**src/hdl/scl_pkg.sv**
```systemverilog
// Shared types, constants and the command letter decoder for the command line interpreter.
`default_nettype none

package scl_pkg;

	// Line length limit and channel range
	localparam int LINE_BYTES  = 128;
	localparam int MAX_CHANNEL = 14;
	localparam int CNT_W       = $clog2(LINE_BYTES);

	// Characters with a meaning of their own
	localparam logic [7:0] CHAR_CR   = 8'h0D;
	localparam logic [7:0] CHAR_LF   = 8'h0A;
	localparam logic [7:0] CHAR_ZERO = 8'h30;

	typedef enum logic [3:0] {
		ACT_NONE      = 4'd0,
		ACT_HOP_ON    = 4'd1,
		ACT_HOP_OFF   = 4'd2,
		ACT_TYPE_SET  = 4'd3,
		ACT_TYPE_CLR  = 4'd4,
		ACT_SD_ON     = 4'd5,
		ACT_SD_OFF    = 4'd6,
		ACT_SD_REINIT = 4'd7,
		ACT_FLUSH     = 4'd8,
		ACT_DROP_ON   = 4'd9,
		ACT_DROP_OFF  = 4'd10,
		ACT_SCAN      = 4'd11,
		ACT_SKIP_OFF  = 4'd12
	} action_t;

	typedef enum logic [1:0] {
		ST_OK    = 2'd0,
		ST_RANGE = 2'd1,
		ST_LONG  = 2'd2
	} status_t;

	// A completed line, handed from the line assembler to the command stage
	typedef struct packed {
		logic        done;
		action_t     action;
		logic [31:0] arg;
		logic        bare;
		logic        overlong;
	} line_t;

	// Map a command letter to its action code
	function automatic action_t letter_code(input logic [7:0] c);
		action_t a;
		case (c)
			"S":     a = ACT_HOP_ON;
			"s":     a = ACT_HOP_OFF;
			"P":     a = ACT_TYPE_SET;
			"p":     a = ACT_TYPE_CLR;
			"W":     a = ACT_SD_ON;
			"w":     a = ACT_SD_OFF;
			"F":     a = ACT_SD_REINIT;
			"f":     a = ACT_FLUSH;
			"T":     a = ACT_DROP_ON;
			"t":     a = ACT_DROP_OFF;
			"B":     a = ACT_SCAN;
			"b":     a = ACT_SKIP_OFF;
			default: a = ACT_NONE;
		endcase
		return a;
	endfunction

endpackage

`default_nettype wire

```
**src/hdl/serial_command_line_interpreter.sv**
```systemverilog
// Serial command line interpreter: top level with input stage, command stage and result register.
//
// Usage:
//   Input channel rx_byte / in_valid / in_ready carries one received serial
//   word per transfer. A line is a command letter, argument digits and a CR
//   or LF terminator. Each terminator produces exactly one result word on
//   action ... beacon_scan_now / out_valid / out_ready; other words give none.
//   A terminator passes the input register, then the result register, before
//   its result is shown. Throughput: one word per cycle while the receiver
//   takes results, set by the single command stage that updates all settings.
//   Reset clears the line in progress, all settings go to their defaults
//   (channel 1, flush interval 1, everything else off) and no result is held.
//   While the receiver stalls, the result register holds its word and the
//   input register stalls behind it; in_ready drops once both are occupied.
`default_nettype none

module serial_command_line_interpreter (
	input  wire logic        clk,
	input  wire logic        arst_n,
	input  wire logic        in_valid,
	output logic             in_ready,
	input  wire logic [7:0]  rx_byte,
	output logic             out_valid,
	input  wire logic        out_ready,
	output logic [3:0]       action,
	output logic [1:0]       status,
	output logic [3:0]       channel,
	output logic             hopping_on,
	output logic [63:0]      type_mask,
	output logic             write_sd,
	output logic             drop_frames,
	output logic             skip_quiet,
	output logic [30:0]      flush_interval,
	output logic             sd_reinit,
	output logic             beacon_scan_now
);
	import scl_pkg::*;

	// Input stage
	logic       valid_s1;
	logic [7:0] byte_s1;
	logic       advance;
	logic       step;
	line_t      line;

	// Settings
	logic [63:0] types_q;
	logic        sd_q;
	logic        drop_q;
	logic        skip_q;
	logic [30:0] flush_q;
	logic        hop_q;
	logic [3:0]  chan_q;

	logic [63:0] types_d;
	logic        sd_d;
	logic        drop_d;
	logic        skip_d;
	logic [30:0] flush_d;
	logic        hop_d;
	logic [3:0]  chan_d;
	status_t     status_d;
	logic        reinit_d;
	logic        scan_d;
	logic [63:0] bit_sel;

	// Result register
	logic        out_valid_q;
	logic [3:0]  action_q;
	logic [1:0]  status_q;
	logic [3:0]  chan_out_q;
	logic        hop_out_q;
	logic [63:0] types_out_q;
	logic        sd_out_q;
	logic        drop_out_q;
	logic        skip_out_q;
	logic [30:0] flush_out_q;
	logic        reinit_q;
	logic        scan_q;

	assign advance  = !out_valid_q || out_ready;
	assign in_ready = !valid_s1 || advance;
	assign step     = valid_s1 && advance;

	// Hold the accepted word until the command stage can take it
	always_ff @(posedge clk or negedge arst_n) begin
		if (!arst_n) begin
			valid_s1 <= 1'b0;
		end else if (in_ready) begin
			valid_s1 <= in_valid;
		end
	end

	always_ff @(posedge clk) begin
		if (in_ready && in_valid) begin
			byte_s1 <= rx_byte;
		end
	end

	scl_line u_line (
		.clk     (clk),
		.arst_n  (arst_n),
		.step    (step),
		.rx_byte (byte_s1),
		.line    (line)
	);

	assign bit_sel = 64'd1 << line.arg[5:0];

	// Run the command of a finished line
	always_comb begin
		types_d  = types_q;
		sd_d     = sd_q;
		drop_d   = drop_q;
		skip_d   = skip_q;
		flush_d  = flush_q;
		hop_d    = hop_q;
		chan_d   = chan_q;
		status_d = ST_OK;
		reinit_d = 1'b0;
		scan_d   = 1'b0;
		if (line.overlong) begin
			status_d = ST_LONG;
		end else begin
			case (line.action)
				ACT_HOP_ON: begin
					hop_d = 1'b1;
				end
				ACT_HOP_OFF: begin
					hop_d = 1'b0;
					if (line.arg >= 32'd1 && line.arg <= 32'(MAX_CHANNEL)) begin
						chan_d = line.arg[3:0];
					end else begin
						status_d = ST_RANGE;
					end
				end
				ACT_TYPE_SET: begin
					if (line.arg > 32'd63) begin
						status_d = ST_RANGE;
					end else begin
						types_d = types_q | bit_sel;
					end
				end
				ACT_TYPE_CLR: begin
					if (line.arg > 32'd63) begin
						status_d = ST_RANGE;
					end else begin
						types_d = types_q & ~bit_sel;
					end
				end
				ACT_SD_ON:     sd_d = 1'b1;
				ACT_SD_OFF:    sd_d = 1'b0;
				ACT_SD_REINIT: reinit_d = 1'b1;
				ACT_FLUSH: begin
					if (line.arg != 32'd0 && !line.arg[31]) begin
						flush_d = line.arg[30:0];
					end else begin
						status_d = ST_RANGE;
					end
				end
				ACT_DROP_ON:  drop_d = 1'b1;
				ACT_DROP_OFF: drop_d = 1'b0;
				ACT_SCAN: begin
					if (line.bare) begin
						scan_d = 1'b1;
						skip_d = 1'b1;
					end
				end
				ACT_SKIP_OFF: skip_d = 1'b0;
				default: begin
				end
			endcase
		end
	end

	// Commit settings at each finished line
	always_ff @(posedge clk or negedge arst_n) begin
		if (!arst_n) begin
			types_q <= '0;
			sd_q    <= 1'b0;
			drop_q  <= 1'b0;
			skip_q  <= 1'b0;
			flush_q <= 31'd1;
			hop_q   <= 1'b0;
			chan_q  <= 4'd1;
		end else if (step && line.done) begin
			types_q <= types_d;
			sd_q    <= sd_d;
			drop_q  <= drop_d;
			skip_q  <= skip_d;
			flush_q <= flush_d;
			hop_q   <= hop_d;
			chan_q  <= chan_d;
		end
	end

	// Load the result word, drop valid once it is taken
	always_ff @(posedge clk or negedge arst_n) begin
		if (!arst_n) begin
			out_valid_q <= 1'b0;
		end else if (advance) begin
			out_valid_q <= step && line.done;
		end
	end

	always_ff @(posedge clk) begin
		if (step && line.done) begin
			action_q    <= line.action;
			status_q    <= status_d;
			chan_out_q  <= chan_d;
			hop_out_q   <= hop_d;
			types_out_q <= types_d;
			sd_out_q    <= sd_d;
			drop_out_q  <= drop_d;
			skip_out_q  <= skip_d;
			flush_out_q <= flush_d;
			reinit_q    <= reinit_d;
			scan_q      <= scan_d;
		end
	end

	assign out_valid       = out_valid_q;
	assign action          = action_q;
	assign status          = status_q;
	assign channel         = chan_out_q;
	assign hopping_on      = hop_out_q;
	assign type_mask       = types_out_q;
	assign write_sd        = sd_out_q;
	assign drop_frames     = drop_out_q;
	assign skip_quiet      = skip_out_q;
	assign flush_interval  = flush_out_q;
	assign sd_reinit       = reinit_q;
	assign beacon_scan_now = scan_q;

endmodule

`default_nettype wire

```
**src/hdl/scl_line.sv**
```systemverilog
// Line assembler: command letter, decimal argument, length count and overlong flag.
`default_nettype none

module scl_line (
	input  wire logic              clk,
	input  wire logic              arst_n,
	input  wire logic              step,
	input  wire logic [7:0]        rx_byte,
	output scl_pkg::line_t         line
);
	import scl_pkg::*;

	logic [7:0]       letter_q;
	logic [31:0]      arg_q;
	logic [CNT_W-1:0] cnt_q;
	logic             overlong_q;

	logic is_term;
	logic take;
	logic first;
	logic full;

	assign is_term = (rx_byte == CHAR_CR) || (rx_byte == CHAR_LF);
	assign first   = (cnt_q == '0);
	assign take    = !is_term || first;
	assign full    = (cnt_q >= CNT_W'(LINE_BYTES - 1));

	// Report a finished line: a terminator, or a terminator as the first word
	always_comb begin
		line.done     = is_term && (first || !take);
		line.action   = first ? ACT_NONE : letter_code(letter_q);
		line.arg      = arg_q;
		line.bare     = (cnt_q == CNT_W'(1));
		line.overlong = overlong_q && !first;
	end

	// Collect words of the current line, drop them once it runs too long
	always_ff @(posedge clk or negedge arst_n) begin
		if (!arst_n) begin
			letter_q   <= '0;
			arg_q      <= '0;
			cnt_q      <= '0;
			overlong_q <= 1'b0;
		end else if (step) begin
			if (line.done) begin
				letter_q   <= '0;
				arg_q      <= '0;
				cnt_q      <= '0;
				overlong_q <= 1'b0;
			end else if (take && !overlong_q) begin
				if (full) begin
					overlong_q <= 1'b1;
				end else begin
					if (first) begin
						letter_q <= rx_byte;
					end else begin
						arg_q <= (arg_q << 3) + (arg_q << 1) + {24'd0, rx_byte}
							- {24'd0, CHAR_ZERO};
					end
					cnt_q <= cnt_q + CNT_W'(1);
				end
			end
		end
	end

endmodule

`default_nettype wire

```
**config.mk**
```make
export PLATFORM = sky130hd
export DESIGN_NAME = serial_command_line_interpreter
export DESIGN_NICKNAME = d
export VERILOG_FILES = /design/src/hdl/scl_pkg.sv /design/src/hdl/serial_command_line_interpreter.sv /design/src/hdl/scl_line.sv
export SDC_FILE = /design/constraint.sdc
export NUM_CORES = 1
export LEC_CHECK = 0
export BUFFER_PORTS_ARGS = -buffer_cell sky130_fd_sc_hd__buf_4
export CELL_PAD_IN_SITES_DETAIL_PLACEMENT = 1
export CELL_PAD_IN_SITES_GLOBAL_PLACEMENT = 1
export CORE_UTILIZATION = 47
export DETAILED_ROUTE_END_ITERATION = 7
export PLACE_DENSITY_LB_ADDON = 0.1
export SLEW_MARGIN = 10
export SYNTH_ARGS = -nofsm -noshare
export SYNTH_HDL_FRONTEND = slang
export SYNTH_SLANG_ARGS = --single-unit
```
**constraint.sdc**
```tcl
create_clock -name clk -period 6.16 [get_ports clk]
set_input_delay 0.616 -clock clk [delete_from_list [all_inputs] [get_ports clk]]
set_output_delay 0.616 -clock clk [all_outputs]
set_load 0.02 [all_outputs]
```
* Yosys cells after proc, flatten, opt, wreduce, memory -nomap -nowiden
Cells that the tools add are included.
** Word-level totals
- Register bits after elaboration :: 272
- Bits in latches :: 0
- RAM bits :: 0
- Memory bits (read-only) :: 0
- Bits of input ports :: 12
- Output and inout bits :: 113
- Memories :: 0
** Operators by class
- Add/sub/neg operators :: 4
- Multiply operators :: 0
- Div/mod/pow operators :: 0
- Order comparisons :: 4
- Equal/unequal tests :: 29
- Shifts and indexed selects :: 1
- Mux-type cells :: 41
- Bitwise operators :: 4
- Reduce and logical (&&, ||, !) cells :: 31
** Operators by type and width (number)
- $mux W64 :: 3
- $mux W32 :: 4
- $pmux W64 S2 :: 1
- $eq A8 B7 Y1 const B :: 12
- $mux W31 :: 3
- $and A64 B64 Y64 :: 1
- $not A64 Y64 :: 1
- $or A64 B64 Y64 :: 1
- $shl A1 B6 Y64 const A :: 1
- $pmux W4 S12 :: 1
- $add A32 B32 Y32 :: 1
- $add A32 B8 Y32 :: 1
- $ge A32 B1 Y1 const B :: 1
- $gt A32 B6 Y1 const B :: 1
- $le A32 B4 Y1 const B :: 1
- $mux W8 :: 4
- $reduce_bool A32 Y1 :: 1
- $sub A32 B6 Y32 const B :: 1
- $mux W7 :: 3
- $eq A4 B4 Y1 const B :: 5
- $eq A4 B3 Y1 const B :: 4
- $eq A8 B4 Y1 const B :: 2
- $mux W4 :: 4
- $mux W1 :: 13
- 17 further kinds :: 44

* Depth between registers and ports, before layout
Gate-level depths: netlist of run 1.
- Depth after elaboration :: 9
- Depth in mapped cells :: 15

* Hierarchy
From an unflattened synthesis of run 1, not the netlist that was laid out.
** Second synthesis, totals
- Cell total of the unflattened synthesis :: 1264
- Area total of the unflattened synthesis :: 13929.6 µm²
** Modules (own cells, without submodules)
- serial_command_line_interpreter :: instances 1, cells an instance 717, area each 9278.9 µm², seq. area each 6203.4 µm²
- scl_line :: instances 1, cells an instance 547, area each 4650.7 µm², seq. area each 1201.2 µm²

* Worst setup path after synthesis of run 1
OpenSTA, ideal clock, no wires.
- Path kind :: reg-to-reg
- Start point :: reg byte_s1[1]
- End point :: reg skip_q
- Arrival :: 5094 ps
- Required time :: 6031 ps
- Setup slack :: 937 ps
- Cell stages (with the launch flop) :: 9
- Buffers on the path :: 3
- Cells stage by stage :: edfxtp_1 > and3b_1 > o2111ai_1 > clkbuf_1 > nor2_1 > clkbuf_1 > buf_1 > a21oi_1 > a31oi_1
** Between the ends
- Cells in the longest elaborated chain, start to end :: 8
- Elaborated cells between the ends (all ways) :: 9
- Those cells by class :: 2 x eq/ne; 7 x reduce/logical
** Ends and longest elaborated chain
- start: declaration :: line serial_command_line_interpreter.sv:41 : logic [7:0] byte_s1;
- start signal: assignment :: line serial_command_line_interpreter.sv:96 : byte_s1 <= rx_byte;
- $eq A8 B4 Y1 :: line scl_line.sv:23 : assign is_term = (rx_byte == CHAR_CR) || (rx_byte == CHAR_LF);
- $logic_or A1 B1 Y1 (*) :: line scl_line.sv:23
- $logic_not A1 Y1 :: line scl_line.sv:25 : assign take = !is_term || first;
- $logic_or A1 B1 Y1 :: line scl_line.sv:25
- $logic_not A1 Y1 :: line scl_line.sv:30 : line.done = is_term && (first || !take);
- $logic_or A1 B1 Y1 :: line scl_line.sv:30
- $logic_and A1 B1 Y1 (*) :: line scl_line.sv:30
- $logic_and A1 B1 Y1 (*) :: line serial_command_line_interpreter.sv:186 : end else if (step && line.done) begin
- end signal: assignment :: line serial_command_line_interpreter.sv:190 : skip_q <= skip_d;
- end: declaration :: line serial_command_line_interpreter.sv:50 : logic skip_q;
Every way passes the cells marked *; elsewhere a longest branch is shown, timed or not.
A chain may end at the register's enable or synchronous reset.

* Final worst setup path of run 1
- Start point :: reg u_line.arg_q[0]
- End point :: reg u_line.arg_q[26]
** Between the ends
- Cells in the longest elaborated chain, start to end :: 7
** Ends and longest elaborated chain
- start: declaration :: line scl_line.sv:14 : logic [31:0] arg_q;
- start signal: assignment :: line scl_line.sv:57 : arg_q <= (arg_q << 3) + (arg_q << 1) + {24'd0, rx_byte}
- $add A32 B32 Y32 :: line scl_line.sv:57
- $add A32 B8 Y32 :: line scl_line.sv:57
- $sub A32 B6 Y32 :: line scl_line.sv:58 : - {24'd0, CHAR_ZERO};
- $mux W32 :: line scl_line.sv:54 : if (first) begin
- $mux W32 :: line scl_line.sv:51 : if (full) begin
- $mux W32 :: line scl_line.sv:50 : end else if (take && !overlong_q) begin
- $mux W32 :: line scl_line.sv:45 : if (line.done) begin
Every way passes these cells. The select of a mux whose other input is x is not followed.

==> flow_metrics.env, run 1 <==
export IMPL_syn_area_um2=13780
export IMPL_required_ns=6.63
export IMPL_insertion_delay_ns=0.58
export IMPL_tritoncts="yes"
export IMPL_status="complete, no violations"
export IMPL_layout_common_cells="341 x o21ai_0, 151 x dfrtp_1, 134 x buf_4"
export IMPL_slew_violations=0
export IMPL_diodes=0
export IMPL_worst_pin_slew_ns=1.162
export IMPL_cts_made_buffers=30
export IMPL_clk_pin_slew_ns=0.06
export IMPL_fin_skew_ns=0.02720
export IMPL_leakage_nw=6.874
export IMPL_finalSetupTns_ns=0
export IMPL_area_growth_pct=16.01
export IMPL_drt_wirelength_per_cell_um=18.64
export IMPL_criticalPathCategory="flip-flop to flip-flop"
export IMPL_ys_seq_area_frac=0.5374
export IMPL_post_route_util=0.5554
export IMPL_grt_usage=0.2367
export IMPL_ys_flop_type="dfrtp_1"
export IMPL_rows=62
export IMPL_syn_inst=1350
export IMPL_finalCritPeriodShare=0.6869
export IMPL_finish_net_count=1564
export IMPL_worst_slack_ns=1.929
export IMPL_drt_iter0_markers=607
export IMPL_grt_first_pass_wirelength_um=57830
export IMPL_dpl_hpwl_um=23890
export IMPL_rsz0062_at_grt="false"
export IMPL_end_kind="flip-flop"
export IMPL_die_x_um=173.2
export IMPL_layout_drive_gt1_share=0.1475
export IMPL_critPathArrivalTime_ns=4.70
export IMPL_core_um2=28780
export IMPL_gr_total_overflow=0
export IMPL_regArea_um2=7405
export IMPL_power_density_nw_per_um2=542.2
export IMPL_postCtsSetupBuffers=0
export IMPL_synth_nets=1453
export IMPL_root_buffer="clkbuf_16"
export IMPL_drc_errors=0
export IMPL_ys_seq_elements=272
export IMPL_via_count=10570
export IMPL_multi_input_area_um2=5707
export IMPL_place_congestion=0.8211
export IMPL_postRouteAntennaNets=0
export IMPL_clock_sinks=272
export IMPL_io_buffers=124
export IMPL_cts_resized=0
export IMPL_finalInstanceArea_um2=15980
export IMPL_htree_levels=1
export IMPL_grt_max_degree=108
export IMPL_grt_pass1_vias=10980
export IMPL_r2r_start="u_line.arg_q[0]"
export IMPL_peakVddDrop_mv=0.3874
export IMPL_hold_viol=0
export IMPL_syn_area_per_cell_um2=10.21
export IMPL_relSlewSlack=0.2235
export IMPL_vias_per_cell=5.657
export IMPL_final_common_cell="o21ai_0"
export IMPL_synthArstFlopShare=0.5625
export IMPL_synth_cell_types=70
export IMPL_synth_edf_count=119
export IMPL_initial_utilization=0.4787
export IMPL_io_pins=125
export IMPL_cp_max_fo=16
export IMPL_dp_slack_ns=1.950
export IMPL_synth_warning_count=0
export IMPL_setup_viol=0
export IMPL_wl_um=34830
export IMPL_grt_antenna_before_repair=0
export IMPL_hold_buffers=0
export IMPL_fillers=3224
export IMPL_dieArea_um2=30000
export IMPL_drtPass1Iterations=5
export IMPL_fmaxAchievable_mhz=236.3
export IMPL_layout_min_cycle_time_ns=4.231
export IMPL_place_area_um2=15030
export IMPL_cp_startpoint="u_line.arg_q[0]"
export IMPL_max_cap_violations=0
export IMPL_die_h_um=173.2
export IMPL_start_kind="flip-flop"
export IMPL_hold_path_class="input port to async pin"
export IMPL_cts_path_max_buffers=3
worst paths after layout:
| path | end | depth (start not counted) | slack (ns) |
|---|---|---|---|
| min | u_line.cnt_q[5] | 1 | 0.11 |
| max in group asynchronous | flush_q[27] | 2 | 4.72 |
| max | u_line.arg_q[26] | 13 | 1.93 |
| max reg2reg | u_line.arg_q[26] | 13 | 1.93 |
| min in group clk | byte_s1[6] | 1 | 0.21 |
| min reg2reg | flush_q[0] | 2 | 0.48 |
logic make-up (layout without fill, tap and decap cells):
family          count (synthesis)  count (layout)  synth area share
simple gates                  294             294            0.1025
fa+ha+maj                      91              91           0.08591
flops                         272             272            0.5374
xor+xnor                       29              29           0.01843
mux                            12              12          0.009898
compound gates                488             488            0.1966
buf+inv                       164             299           0.04922
sequential cells by signal, summed over array words and instances (netlist names), 2 cells and up:
signal / cells
action: 4
status: 2
u_line.letter_q: 8
flush_interval: 31
u_line.arg_q: 32
channel: 4
type_mask: 64
flush_q: 31
types_q: 64
u_line.cnt_q: 7
byte_s1: 8
chan_q: 4
synth_stat cells (7+ instances only):
master | count | area [um2]
o21ai_0 | 341 | 1707
dfrtp_1 | 151 | 3779
nand2_1 | 132 | 495.5
edfxtp_1 | 119 | 3573
inv_1 | 107 | 401.6
ha_1 | 85 | 1064
clkbuf_1 | 44 | 165.2
a21oi_1 | 43 | 215.2
nand3_1 | 38 | 190.2
nor2_1 | 36 | 135.1
o21ai_1 | 25 | 125.1
nor3_1 | 21 | 105.1
xnor2_1 | 18 | 157.7
nand4_1 | 15 | 93.84
nand2b_1 | 12 | 75.07
xor2_1 | 11 | 96.34
a21o_1 | 10 | 75.07
nor4_1 | 10 | 62.56
mux2_2 | 9 | 101.4
a22o_1 | 8 | 70.07
buf_6 | 8 | 90.09
o21ai_2 | 8 | 70.07
a31oi_1 | 7 | 43.79
metal layers:
metal / wire, um / part of all wire / track usage / vias to the layer above
met5: 0 / 0 / 0 / -
met4: 458 / 0.013 / 0.05125 / 0
met3: 1392 / 0.040 / 0.03311 / 37
met2: 16820 / 0.48 / 0.3999 / 195
met1: 16160 / 0.46 / 0.3251 / 5267
li1: - / - / - / 5073
power breakdown:
part,total [mW],internal [mW],switching (mW)
logic,4.64,1.87,2.76
registers,2.29,2.06,0.230
clock network,1.74,0.984,0.753
final cells by class:
class,count,area share
Sequential cell,272,0.4632
Multi-Input combinational cell,914,0.3570
Timing Repair Buffer,136,0.06489
Clock buffer,36,0.04838
Tap cell,384,0.03006
Inverter,107,0.02513
Clock inverter,20,0.01127
worst max-delay path, stage by stage, from the launching register on:
cell,delay [ns]
dfrtp_1,0.62
inv_1,0.21
fa_1,0.42
inv_1,0.08
fa_1,0.44
ha_1,0.33
a211oi_1,0.41
o21ai_0,0.15
or3b_2,0.25
o21bai_1,0.13
a311oi_1,0.55
o21ai_0,0.22
xnor2_1,0.15
o21ai_0,0.17
stage by stage:
step | instances | hold WS [ns] | total power, mW
global placement | 1813 | 0.4571 | 6.790
finish | 1869 | 0.1099 | 8.667
floorplan | 1350 | 0.3204 | 5.791
CTS | 1869 | 0.1880 | 8.732
global route | 1869 | 0.1951 | 9.413
detailed placement | 1813 | 0.4727 | 6.928
Power figures use the tool's default switching activity.
==> run 2: changes to the inputs <==
--- a/config.mk
+++ b/config.mk
@@ -8,7 +8,7 @@
 export BUFFER_PORTS_ARGS = -buffer_cell sky130_fd_sc_hd__buf_4
 export CELL_PAD_IN_SITES_DETAIL_PLACEMENT = 1
 export CELL_PAD_IN_SITES_GLOBAL_PLACEMENT = 1
-export CORE_UTILIZATION = 47
+export CORE_UTILIZATION = 43
 export DETAILED_ROUTE_END_ITERATION = 7
 export PLACE_DENSITY_LB_ADDON = 0.1
 export SLEW_MARGIN = 10
==> constraint.sdc (replaced) <==
create_clock -name clk -period 3.45 [get_ports clk]
set_input_delay 0.345 -clock clk [delete_from_list [all_inputs] [get_ports clk]]
set_output_delay 0.345 -clock clk [all_outputs]
set_load 0.02 [all_outputs]
==> run 2 against run 1 <==
Global-route usage shrank 0.97 points. Critical path type unchanged. Routed wire length grew 6.4%. Combinational power grew 110%.
==> flow_metrics.env, run 2 (synthesized netlist as in run 1, its figures left out) <==
export IMPL_drt_iter0_markers=631
export IMPL_regArea_um2=7405
export IMPL_die_x_um=181.0
export IMPL_p_int_mw=9.706
export IMPL_worst_pin_slew_ns=1.008
export IMPL_place_area_um2=15400
export IMPL_finalCritPeriodShare=0.9892
export IMPL_layout_min_cycle_time_ns=3.413
export IMPL_crit_chain="inv_2 > fa_1 > inv_1 > fa_1 > ha_1 > a211oi_2 > o21ai_1 > or3b_4 > o21bai_4 > a311oi_1 > buf_4 > o21ai_1 > xnor2_1 > o21ai_0"
export IMPL_dieArea_um2=32760
export IMPL_root_buffer="clkbuf_16"
export IMPL_drtPass1Iterations=4
export IMPL_finish_net_count=1622
export IMPL_critPathArrivalTime_ns=3.84
export IMPL_peakVddDrop_mv=0.6130
export IMPL_cts_path_max_buffers=3
export IMPL_postRouteAntennaNets=0
export IMPL_power_density_nw_per_um2=1014
export IMPL_gr_total_overflow=0
export IMPL_multi_input_area_um2=5862
export IMPL_relSlewSlack=0.3227
export IMPL_dp_cells=1871
export IMPL_hold_path_class="input port to flip-flop"
export IMPL_insertion_delay_ns=0.57
export IMPL_clkPwrFrac=0.196
export IMPL_layout_drive_gt1_share=0.1868
export IMPL_criticalPathCategory="flip-flop to flip-flop"
export IMPL_switching_power_mw=7.245
export IMPL_clk_pin_slew_ns=0.06
export IMPL_max_stage_delay_ns=0.44
export IMPL_comb_power_share=0.566
export IMPL_worst_slack_ns=0.03717
export IMPL_rows=65
export IMPL_io_pins=125
export IMPL_fin_skew_ns=0.01465
export IMPL_initial_utilization=0.4366
export IMPL_grt_usage=0.2270
export IMPL_layout_common_cells="334 x o21ai_0, 178 x buf_4, 151 x dfrtp_1"
export IMPL_grt_first_pass_wirelength_um=59760
export IMPL_final_common_cell="o21ai_0"
export IMPL_diodes=0
export IMPL_fmaxAchievable_mhz=293.0
export IMPL_die_h_um=181.0
export IMPL_slew_violations=0
export IMPL_core_um2=31560
export IMPL_via_count=10780
export IMPL_cp_max_fo=4
export IMPL_status="complete, no violations"
export IMPL_dpl_hpwl_um=25510
export IMPL_end_kind="flip-flop"
export IMPL_required_ns=3.88
export IMPL_start_kind="flip-flop"
export IMPL_cts_made_buffers=31
export IMPL_grt_max_degree=86
export IMPL_rsz0062_at_grt="true"
export IMPL_place_congestion=0.8435
export IMPL_vias_per_cell=5.543
export IMPL_io_buffers=124
export IMPL_p_seq_frac=0.238
export IMPL_cp_slowest_cell="fa_1"
export IMPL_max_cap_violations=0
export IMPL_tritoncts="yes"
export IMPL_wl_um=37040
export IMPL_clock_sinks=272
export IMPL_setup_viol=0
export IMPL_finalInstanceArea_um2=16710
export IMPL_grt_pass1_vias=10990
export IMPL_fillers=3483
export IMPL_hold_viol=0
export IMPL_dp_slack_ns=-0.1545
export IMPL_grt_antenna_before_repair=0
export IMPL_area_growth_pct=21.30
export IMPL_drt_wirelength_per_cell_um=19.06
export IMPL_final_cells=1944
export IMPL_drc_errors=0
export IMPL_leakage_nw=7.201
export IMPL_switching_share=0.4274
export IMPL_htree_levels=1
run 2: per-layer routing:
metal | vias up | GRT usage | part of all wire | routed length [um]
met5 | - | 0 | 0 | 0
met4 | 0 | 0.05661 | 0.020 | 731
met3 | 53 | 0.02379 | 0.033 | 1216
met2 | 183 | 0.3821 | 0.48 | 17820
met1 | 5351 | 0.3143 | 0.47 | 17280
li1 | 5189 | - | - | -
run 2: path summary, 6_finish.rpt:
check                      startpoint               end  slack [ns]  cells past startpoint
min in group asynchronous      arst_n   u_line.cnt_q[2]        0.34                      2
max                        byte_s1[3]  u_line.arg_q[26]        0.04                     14
max reg2reg                byte_s1[3]  u_line.arg_q[26]        0.04                     14
min                         out_ready          valid_s1         0.1                      3
min reg2reg                flush_q[0]        flush_q[0]        0.47                      2
max in group asynchronous      arst_n       flush_q[18]        2.17                      3
run 2: through the flow:
step                hold slack, ns  utilization  total power, mW  TNS [ns]
floorplan                  0.04941            -            10.36         0
finish                     0.09926       0.5296            16.95         0
detailed placement          0.4035       0.4879            12.83   -0.6992
global route               0.09841       0.5296            18.30   -0.1723
global placement            0.4009       0.4879            12.55         0
CTS                        0.07782       0.5247            16.50         0
run 2: power by group through the flow:
stage / clock [mW] / combinational, mW / sequential, mW
6_report: 3.32 / 9.60 / 4.04
5_1_grt: 3.50 / 10.7 / 4.08
4_1_cts: 3.39 / 9.07 / 4.03
3_5_place_dp: 0 / 8.74 / 4.09
3_3_place_gp: 0 / 8.47 / 4.08
2_1_floorplan: 0 / 6.42 / 3.94
run 2: cell type report:
type                       instances  share of cell area
timing repair buffer             193             0.09141
inverter                         107             0.02403
clock buffer                      37             0.04896
multi-input combinational        914              0.3508
clock inverter                    19             0.01168
sequential                       272              0.4431
tap                              402             0.03010
run 2: critical path: cells and delay by family (launching register included):
family	cells	cell delay (ns)
adders and majority gates	3	1.18
AOI/OAI and AO/OA	6	0.83
and+or+nand+nor	1	0.44
DFF	1	0.36
buffers and inverters	3	0.31
xor gates and xnor gates	1	0.15
run 2: repair_timing:
action                                  CTS  global route
endpoints found under the setup margin    9            12
hold buffers                             10             0
endpoints found under the hold margin    76             0
resized for setup                         9            29
buffers inserted                          1             6
pin swaps                                 3             7
gates cloned                              0             0
